**src/rtl/lpr_pkg.sv**
```systemverilog
// Shared types and constants for the longest prefix route lookup block.
package lpr_pkg;

	localparam int ENTRIES = 16;
	localparam int IDX_W = (ENTRIES > 1) ? $clog2(ENTRIES) : 1;
	localparam int INDEX_W = 4;
	localparam int ADDR_W = 32;
	localparam int IFACE_W = 3;

	localparam logic CMD_WRITE = 1'b0;
	localparam logic CMD_LOOKUP = 1'b1;

	typedef enum logic [1:0] {
		ST_IDLE,
		ST_SCAN,
		ST_WRES,
		ST_LRES
	} lpr_state_t;

	typedef struct packed {
		logic wr_en;
		logic start;
		logic scan_en;
		logic load_out;
		logic zero_out;
	} lpr_cmd_t;

	typedef struct packed {
		logic scan_last;
	} lpr_sts_t;

endpackage

```
**src/rtl/lpr_ctrl.sv**
```systemverilog
// Controller state machine for the route lookup: handshakes, scan sequencing, result slot.
module lpr_ctrl (
	input  logic              clk,
	input  logic              arst_n,
	input  logic              in_valid,
	output logic              in_ready,
	input  logic              cmd,
	output logic              out_valid,
	input  logic              out_ready,
	output lpr_pkg::lpr_cmd_t ctl,
	input  lpr_pkg::lpr_sts_t sts
);
	import lpr_pkg::*;

	lpr_state_t state_q;
	lpr_state_t state_d;
	logic       out_valid_q;
	logic       accept;
	logic       slot_free;

	assign accept = in_valid && in_ready;
	assign slot_free = !out_valid_q || out_ready;

	always_comb begin
		state_d = state_q;
		unique case (state_q)
			ST_IDLE: begin
				if (accept) begin
					state_d = (cmd == CMD_LOOKUP) ? ST_SCAN : ST_WRES;
				end
			end
			ST_SCAN: begin
				if (sts.scan_last) begin
					state_d = ST_LRES;
				end
			end
			ST_WRES, ST_LRES: begin
				if (slot_free) begin
					state_d = ST_IDLE;
				end
			end
			default: state_d = ST_IDLE;
		endcase
	end

	always_comb begin
		in_ready = (state_q == ST_IDLE);
		ctl = '0;
		ctl.wr_en = accept && (cmd == CMD_WRITE);
		ctl.start = accept && (cmd == CMD_LOOKUP);
		ctl.scan_en = (state_q == ST_SCAN);
		ctl.load_out = ((state_q == ST_WRES) || (state_q == ST_LRES)) && slot_free;
		ctl.zero_out = (state_q == ST_WRES);
	end

	always_ff @(posedge clk or negedge arst_n) begin
		if (!arst_n) begin
			state_q <= ST_IDLE;
			out_valid_q <= 1'b0;
		end else begin
			state_q <= state_d;
			if (ctl.load_out) begin
				out_valid_q <= 1'b1;
			end else if (out_ready) begin
				out_valid_q <= 1'b0;
			end
		end
	end

	assign out_valid = out_valid_q;

endmodule

```
**src/rtl/lpr_dp.sv**
```systemverilog
// Datapath for the route lookup: route table, one-entry-per-cycle comparator, result register.
module lpr_dp (
	input  logic                         clk,
	input  logic                         arst_n,
	input  lpr_pkg::lpr_cmd_t            ctl,
	output lpr_pkg::lpr_sts_t            sts,
	input  logic [lpr_pkg::INDEX_W-1:0]  entry_index,
	input  logic                         entry_valid,
	input  logic [lpr_pkg::ADDR_W-1:0]   entry_prefix,
	input  logic [lpr_pkg::ADDR_W-1:0]   entry_mask,
	input  logic [lpr_pkg::IFACE_W-1:0]  entry_iface,
	input  logic [lpr_pkg::ADDR_W-1:0]   entry_gateway,
	input  logic [lpr_pkg::ADDR_W-1:0]   lookup_addr,
	output logic                         found,
	output logic [lpr_pkg::INDEX_W-1:0]  match_index,
	output logic [lpr_pkg::IFACE_W-1:0]  out_iface,
	output logic [lpr_pkg::ADDR_W-1:0]   next_hop
);
	import lpr_pkg::*;

	logic [ADDR_W-1:0]  prefix_q  [ENTRIES];
	logic [ADDR_W-1:0]  mask_q    [ENTRIES];
	logic [IFACE_W-1:0] iface_q   [ENTRIES];
	logic [ADDR_W-1:0]  gateway_q [ENTRIES];
	logic [ENTRIES-1:0] active_q;

	logic [ADDR_W-1:0]  addr_q;
	logic [IDX_W-1:0]   cnt_q;
	logic               hit_q;
	logic [ADDR_W-1:0]  best_mask_q;
	logic [IDX_W-1:0]   best_idx_q;
	logic [IFACE_W-1:0] best_iface_q;
	logic [ADDR_W-1:0]  best_gw_q;

	logic               found_q;
	logic [INDEX_W-1:0] match_index_q;
	logic [IFACE_W-1:0] out_iface_q;
	logic [ADDR_W-1:0]  next_hop_q;

	logic               slot_ok;
	logic [IDX_W-1:0]   wr_idx;
	logic               match;
	logic               take;
	logic               report;

	// Slots at or beyond the table depth are silently dropped.
	assign slot_ok = (32'(entry_index) < ENTRIES);
	assign wr_idx = IDX_W'(entry_index);

	assign match = active_q[cnt_q] && ((mask_q[cnt_q] & addr_q) == prefix_q[cnt_q]);
	// Equal masks go to the later slot, so the compare is inclusive.
	assign take = match && (!hit_q || (best_mask_q <= mask_q[cnt_q]));
	assign sts.scan_last = (cnt_q == IDX_W'(ENTRIES - 1));
	assign report = hit_q && !ctl.zero_out;

	always_ff @(posedge clk) begin
		if (ctl.wr_en && slot_ok) begin
			prefix_q[wr_idx] <= entry_prefix;
			mask_q[wr_idx] <= entry_mask;
			iface_q[wr_idx] <= entry_iface;
			gateway_q[wr_idx] <= entry_gateway;
		end
	end

	always_ff @(posedge clk or negedge arst_n) begin
		if (!arst_n) begin
			active_q <= '0;
			hit_q <= 1'b0;
			cnt_q <= '0;
		end else begin
			if (ctl.wr_en && slot_ok) begin
				active_q[wr_idx] <= entry_valid;
			end
			if (ctl.start) begin
				hit_q <= 1'b0;
				cnt_q <= '0;
			end else if (ctl.scan_en) begin
				cnt_q <= cnt_q + 1'b1;
				if (take) begin
					hit_q <= 1'b1;
				end
			end
		end
	end

	always_ff @(posedge clk) begin
		if (ctl.start) begin
			addr_q <= lookup_addr;
		end
		if (ctl.scan_en && take) begin
			best_mask_q <= mask_q[cnt_q];
			best_idx_q <= cnt_q;
			best_iface_q <= iface_q[cnt_q];
			best_gw_q <= gateway_q[cnt_q];
		end
		if (ctl.load_out) begin
			found_q <= report;
			match_index_q <= report ? INDEX_W'(best_idx_q) : '0;
			out_iface_q <= report ? best_iface_q : '0;
			next_hop_q <= report ? best_gw_q : '0;
		end
	end

	assign found = found_q;
	assign match_index = match_index_q;
	assign out_iface = out_iface_q;
	assign next_hop = next_hop_q;

endmodule

```
**src/rtl/longest_prefix_route_lookup_core.sv**
```systemverilog
// Flow: a write request goes from idle to the write result state; a lookup walks the table
// in the scan state and then enters the lookup result state. A result state loads the output
// register, raising out_valid, once no earlier result is pending; no request is taken before
// then. The single comparator visits one of the 16 table slots per cycle during a lookup.
// A pending result sits in an output register, so the next request is taken meanwhile.
// Reset (arst_n low, asynchronous) clears all route active bits, the controller and
// the output valid; stored route fields are not cleared and never match while inactive.
module longest_prefix_route_lookup_core (
	input  logic                         clk,
	input  logic                         arst_n,
	input  logic                         in_valid,
	output logic                         in_ready,
	input  logic                         cmd,
	input  logic [lpr_pkg::INDEX_W-1:0]  entry_index,
	input  logic                         entry_valid,
	input  logic [lpr_pkg::ADDR_W-1:0]   entry_prefix,
	input  logic [lpr_pkg::ADDR_W-1:0]   entry_mask,
	input  logic [lpr_pkg::IFACE_W-1:0]  entry_iface,
	input  logic [lpr_pkg::ADDR_W-1:0]   entry_gateway,
	input  logic [lpr_pkg::ADDR_W-1:0]   lookup_addr,
	output logic                         out_valid,
	input  logic                         out_ready,
	output logic                         found,
	output logic [lpr_pkg::INDEX_W-1:0]  match_index,
	output logic [lpr_pkg::IFACE_W-1:0]  out_iface,
	output logic [lpr_pkg::ADDR_W-1:0]   next_hop
);
	import lpr_pkg::*;

	lpr_cmd_t ctl;
	lpr_sts_t sts;

	lpr_ctrl u_ctrl (
		.clk       (clk),
		.arst_n    (arst_n),
		.in_valid  (in_valid),
		.in_ready  (in_ready),
		.cmd       (cmd),
		.out_valid (out_valid),
		.out_ready (out_ready),
		.ctl       (ctl),
		.sts       (sts)
	);

	lpr_dp u_dp (
		.clk           (clk),
		.arst_n        (arst_n),
		.ctl           (ctl),
		.sts           (sts),
		.entry_index   (entry_index),
		.entry_valid   (entry_valid),
		.entry_prefix  (entry_prefix),
		.entry_mask    (entry_mask),
		.entry_iface   (entry_iface),
		.entry_gateway (entry_gateway),
		.lookup_addr   (lookup_addr),
		.found         (found),
		.match_index   (match_index),
		.out_iface     (out_iface),
		.next_hop      (next_hop)
	);

endmodule

```
**config.mk**
```make
export PLATFORM = sky130hd
export DESIGN_NAME = longest_prefix_route_lookup_core
export DESIGN_NICKNAME = d
export VERILOG_FILES = /design/src/rtl/lpr_pkg.sv /design/src/rtl/lpr_ctrl.sv /design/src/rtl/lpr_dp.sv /design/src/rtl/longest_prefix_route_lookup_core.sv
export SDC_FILE = /design/constraint.sdc
export NUM_CORES = 2
export LEC_CHECK = 0
export ABC_AREA = 1
export BUFFER_PORTS_ARGS = -buffer_cell sky130_fd_sc_hd__buf_2
export CORE_MARGIN = 1
export CORE_UTILIZATION = 50
export CTS_BUF_LIST = sky130_fd_sc_hd__clkbuf_4
export CTS_CLUSTER_SIZE = 14
export DETAILED_ROUTE_END_ITERATION = 12
export GPL_TIMING_DRIVEN = 0
export HOLD_SLACK_MARGIN = 0.02
export MAX_ROUTING_LAYER = met4
export PLACE_DENSITY = 0.77
export SLEW_MARGIN = 20
export SYNTH_ARGS = -nofsm -noshare
export SYNTH_HDL_FRONTEND = slang
export SYNTH_HIERARCHICAL = 1
export SYNTH_SLANG_ARGS = --single-unit
export TNS_END_PERCENT = 5
```
**constraint.sdc**
```tcl
create_clock -name clk -period 9.65 [get_ports clk]
set_clock_uncertainty 0.15 [all_clocks]
set_input_delay 1.4475 -clock clk [delete_from_list [all_inputs] [get_ports clk]]
set_output_delay 1.4475 -clock clk [all_outputs]
set_load 0.02 [all_outputs]
```
==> results.toml <==
[placement]
finalWeightedCongestion = 0.947
dp.final_hpwl_mm = 153
port_buffers = 181
place_area_mm2 = 0.0764

[yosys]
synthDominantAreaCellType = "sky130_fd_sc_hd__edfxtp_1"
main_area_contributors_after_synthesis = "sky130_fd_sc_hd__edfxtp_1 74%, sky130_fd_sc_hd__nand2_1 8.5%, sky130_fd_sc_hd__nand3_1 4.3%, sky130_fd_sc_hd__nor2_1 3.0%, sky130_fd_sc_hd__o21ai_0 2.7%"
synthFlopType = "sky130_fd_sc_hd__edfxtp_1"
synth.distinct_cells = 31
edff_count_synth = 1727
post-synth-top-area-fraction_pct = 73.5
synthesis.area_per_instance_um2 = 12.0
synth-seq-area-share_pct = 74.4
ys_ff_latch = 1751
gate_count_post_synth = 5897
asyncSetResetFlopFracSynth_pct = 1.37
synth-warning-count = 6
mappedNetlistNets = 6071
synth.cell_area_mm2 = 0.0706

[worst_setup_path]
crit_path_start_kind = "flop"
critical_path_peak_fanout = 18
timing.critical_path.arrival_ns = 7.22
timing.critical_path.required_ns = 10.45
setup.worst_path.class = "reg -> reg"
end_kind = "flop"

[timing]
slew-limit-headroom_pct = 14.2
maximum_clock_frequency_mhz = 156
max_slew.worst_pin.slew_ns = 1.29
hold_slack_ns = 0.174
fin_crit_sh_pct = 66.5
setup_repair_after_global_routing_missed_its_margin = "no"
final_hold_viol_count = 0
finalMaxSlewViolations = 0
report.final.setup_viol = 0
post-route-min-period_ns = 6.41

[pwr]
power_leakage_nw = 30.8
fin_total_pwr_mw = 23.5
power-per-cell-area_mw_per_mm2 = 288
max-vdd-ir-drop_mv = 0.196

[die]
pin_count = 183
floorplan.initialDensity_pct = 50.5
std_cell_rows = 137
core_outline_area_mm2 = 0.140
die_w_um = 378
chipHeight_um = 378
die-area_mm2 = 0.143

[clock_tree]
cts-resized-gates = 0
worst_skew_pair.late_latency_ns = 1.40
clock_sinks = 1751
cts_made_buffers = 428
cts.htree.levels = 5
cts_root_buffer = "sky130_fd_sc_hd__clkbuf_4"
cts_buffer_depth = 4
cts_tree = "yes"
postCtsSetupBuffers = 0
cts.reportedPaths.clkPinSlew_ns = 0.06

[global_routing]
grt_max_degree = 25
global_route.usage.total_pct = 32.6
globalRoute.busiestLayer = "met2"
grt.met3_usage_pct = 10.6
grtUsageMet1_pct = 37.9
grt_antenna_before_repair = 31
gr-usage-met2_pct = 49.4
grt_overflow_total = 0
vias_in_the_first_global_route = 49500
grt_pass1_wl_mm = 322

[layout]
post-route-cell-area_mm2 = 0.0815
syn2layout_area_growth_pct = 15.5
drive_above_1_share_pct = 16.3
final_net_count = 6788
finish.utilization_pct = 58.3

[routing]
dr.first_iter.drc_count = 8143
first_pass_iters = 8
antenna_left = 0
wl_per_cell_um = 26.0
num_vias = 51800
final_wl_mm = 229
route.detailed.vias_per_inst = 5.89
route.detailed.drc = 0

[min_path]
worstHoldPathType = "in -> reg"

[status]
outcome = "finished, final reports clean"

[flow_run]
reported_max_cap_violation_count = 0
==> power by group <==
| part | switching [mW] | total, mW | internal [mW] |
|---|---|---|---|
| sequential | 0.0897 | 8.73 | 8.64 |
| combinational | 6.86 | 9.00 | 2.14 |
| clock | 2.82 | 5.75 | 2.93 |
| total | 9.77 | 23.5 | 13.7 |
==> Yosys cell counts (8+ instances only) <==
cell / number
sky130_fd_sc_hd__edfxtp_1: 1727
sky130_fd_sc_hd__nand2_1: 1589
sky130_fd_sc_hd__nand3_1: 604
sky130_fd_sc_hd__nor2_1: 573
sky130_fd_sc_hd__inv_1: 380
sky130_fd_sc_hd__o21ai_0: 380
sky130_fd_sc_hd__buf_2: 143
sky130_fd_sc_hd__clkbuf_1: 123
sky130_fd_sc_hd__o22ai_1: 84
sky130_fd_sc_hd__a21oi_1: 59
sky130_fd_sc_hd__o221ai_1: 59
sky130_fd_sc_hd__buf_1: 33
sky130_fd_sc_hd__ha_1: 33
sky130_fd_sc_hd__dfrtp_1: 24
sky130_fd_sc_hd__buf_4: 23
sky130_fd_sc_hd__o211ai_1: 19
sky130_fd_sc_hd__o21ai_1: 11
sky130_fd_sc_hd__inv_2: 8
==> stage by stage <==
step,std cells,setup TNS (ns),setup slack (ns)
after floorplan,5897,0,2.74
after global placement,7954,-5068.52,-3.64
after detailed placement,8059,0,3.51
after CTS,8754,0,3.46
after global routing,8782,0,3.01
final,8789,0,3.24
==> critical path: stages, from the launching register on <==
cell and delay [ns]:
sky130_fd_sc_hd__dfrtp_1 0.65, sky130_fd_sc_hd__inv_2 0.28, sky130_fd_sc_hd__buf_2 0.34, sky130_fd_sc_hd__clkbuf_1 0.79, sky130_fd_sc_hd__o21ai_0 0.21, sky130_fd_sc_hd__nand3_1 0.13
sky130_fd_sc_hd__nand3_1 0.13, sky130_fd_sc_hd__nand2_1 0.45, sky130_fd_sc_hd__inv_1 0.09, sky130_fd_sc_hd__ha_1 0.29, sky130_fd_sc_hd__nand2_1 0.04, sky130_fd_sc_hd__nor2_1 0.13
sky130_fd_sc_hd__nand4_1 0.10, sky130_fd_sc_hd__inv_1 0.12, sky130_fd_sc_hd__nand2_1 0.06, sky130_fd_sc_hd__nor2_1 0.20, sky130_fd_sc_hd__a21oi_1 0.10, sky130_fd_sc_hd__nand2_1 0.10
sky130_fd_sc_hd__nand2_1 0.09, sky130_fd_sc_hd__nor2_1 0.11, sky130_fd_sc_hd__nand3_1 0.12, sky130_fd_sc_hd__nor2_4 0.48, sky130_fd_sc_hd__buf_16 0.23, sky130_fd_sc_hd__buf_12 0.21
sky130_fd_sc_hd__buf_16 0.20, sky130_fd_sc_hd__buf_16 0.17
==> kinds of logic (layout without fill, tap and decap cells) <==
| kind of cell | Yosys count | count (layout) | share of synthesized area [%] |
|---|---|---|---|
| flops | 1751 | 1751 | 74.4 |
| compound gates | 621 | 621 | 4.97 |
| buf+inv | 714 | 1695 | 4.20 |
| xor+xnor | 1 | 1 | 0.0124 |
| fa+ha+maj | 33 | 33 | 0.585 |
| other cells | 0 | 35 | 0 |
| simple gates | 2777 | 2777 | 15.9 |
==> cell usage in the layout, fill, tap and decap left out, drive strengths merged, types with 82 or more instances in the layout <==
master  synthesis  final
o22ai          84     84
inv           388    395
o21ai         391    391
nand2        1590   1590
edfxtp       1727   1727
nand3         604    604
clkinv          2     82
nor2          574    574
buf           201    487
clkbuf        123    727
==> sequential cells by signal (all words and copies together), names as in the netlist, 4 cells and up <==
| register | cells |
|---|---|
| u_dp/gateway_q | 512 |
| u_dp/mask_q | 512 |
| u_dp/prefix_q | 512 |
| u_dp/iface_q | 48 |
| u_dp/addr_q | 32 |
| u_dp/best_gw_q | 32 |
| u_dp/best_mask_q | 32 |
| u_dp/next_hop | 32 |
| u_dp/active_q | 16 |
| u_dp/best_idx_q | 4 |
| u_dp/cnt_q | 4 |
| u_dp/match_index | 4 |
==> final timing paths <==
check                                 start                 end  slack, ns  depth (start not counted)
max in group asynchronous            arst_n   u_ctrl/state_q[0]       8.23                          2
setup / recovery              u_dp/cnt_q[0]  u_dp/best_gw_q[21]       3.24                         25
hold / removal               lookup_addr[3]      u_dp/addr_q[3]       0.17                          1
min in group asynchronous            arst_n    u_dp/active_q[6]       0.61                          2
setup reg to reg              u_dp/cnt_q[0]  u_dp/best_gw_q[21]       3.24                         25
hold reg to reg            u_dp/active_q[0]    u_dp/active_q[0]       0.34                          1
==> routing by layer <==
metal	vias up	wire length, um
met2	4444	105000
li1	22200	-
met5	-	0
met3	927	35700
met1	24200	73900
met4	0	14300
==> area by class of cell <==
type	instances	area (um^2)
inverters	390	1460
clock buffers	604	4530
well taps	1876	2350
multi-input cells	3432	15300
diodes	35	87.6
repair buffers	287	3370
plain buffers	324	1500
flip-flops and latches	1751	52500
clock inverters	90	445
fillers	10800	58200
==> repair_timing <==
item,CTS,global route
hold endpoints to repair,24,0
hold buffers,1,0
endpoints found under the setup margin,0,0
Note: power is estimated with default switching activity, not from simulation.
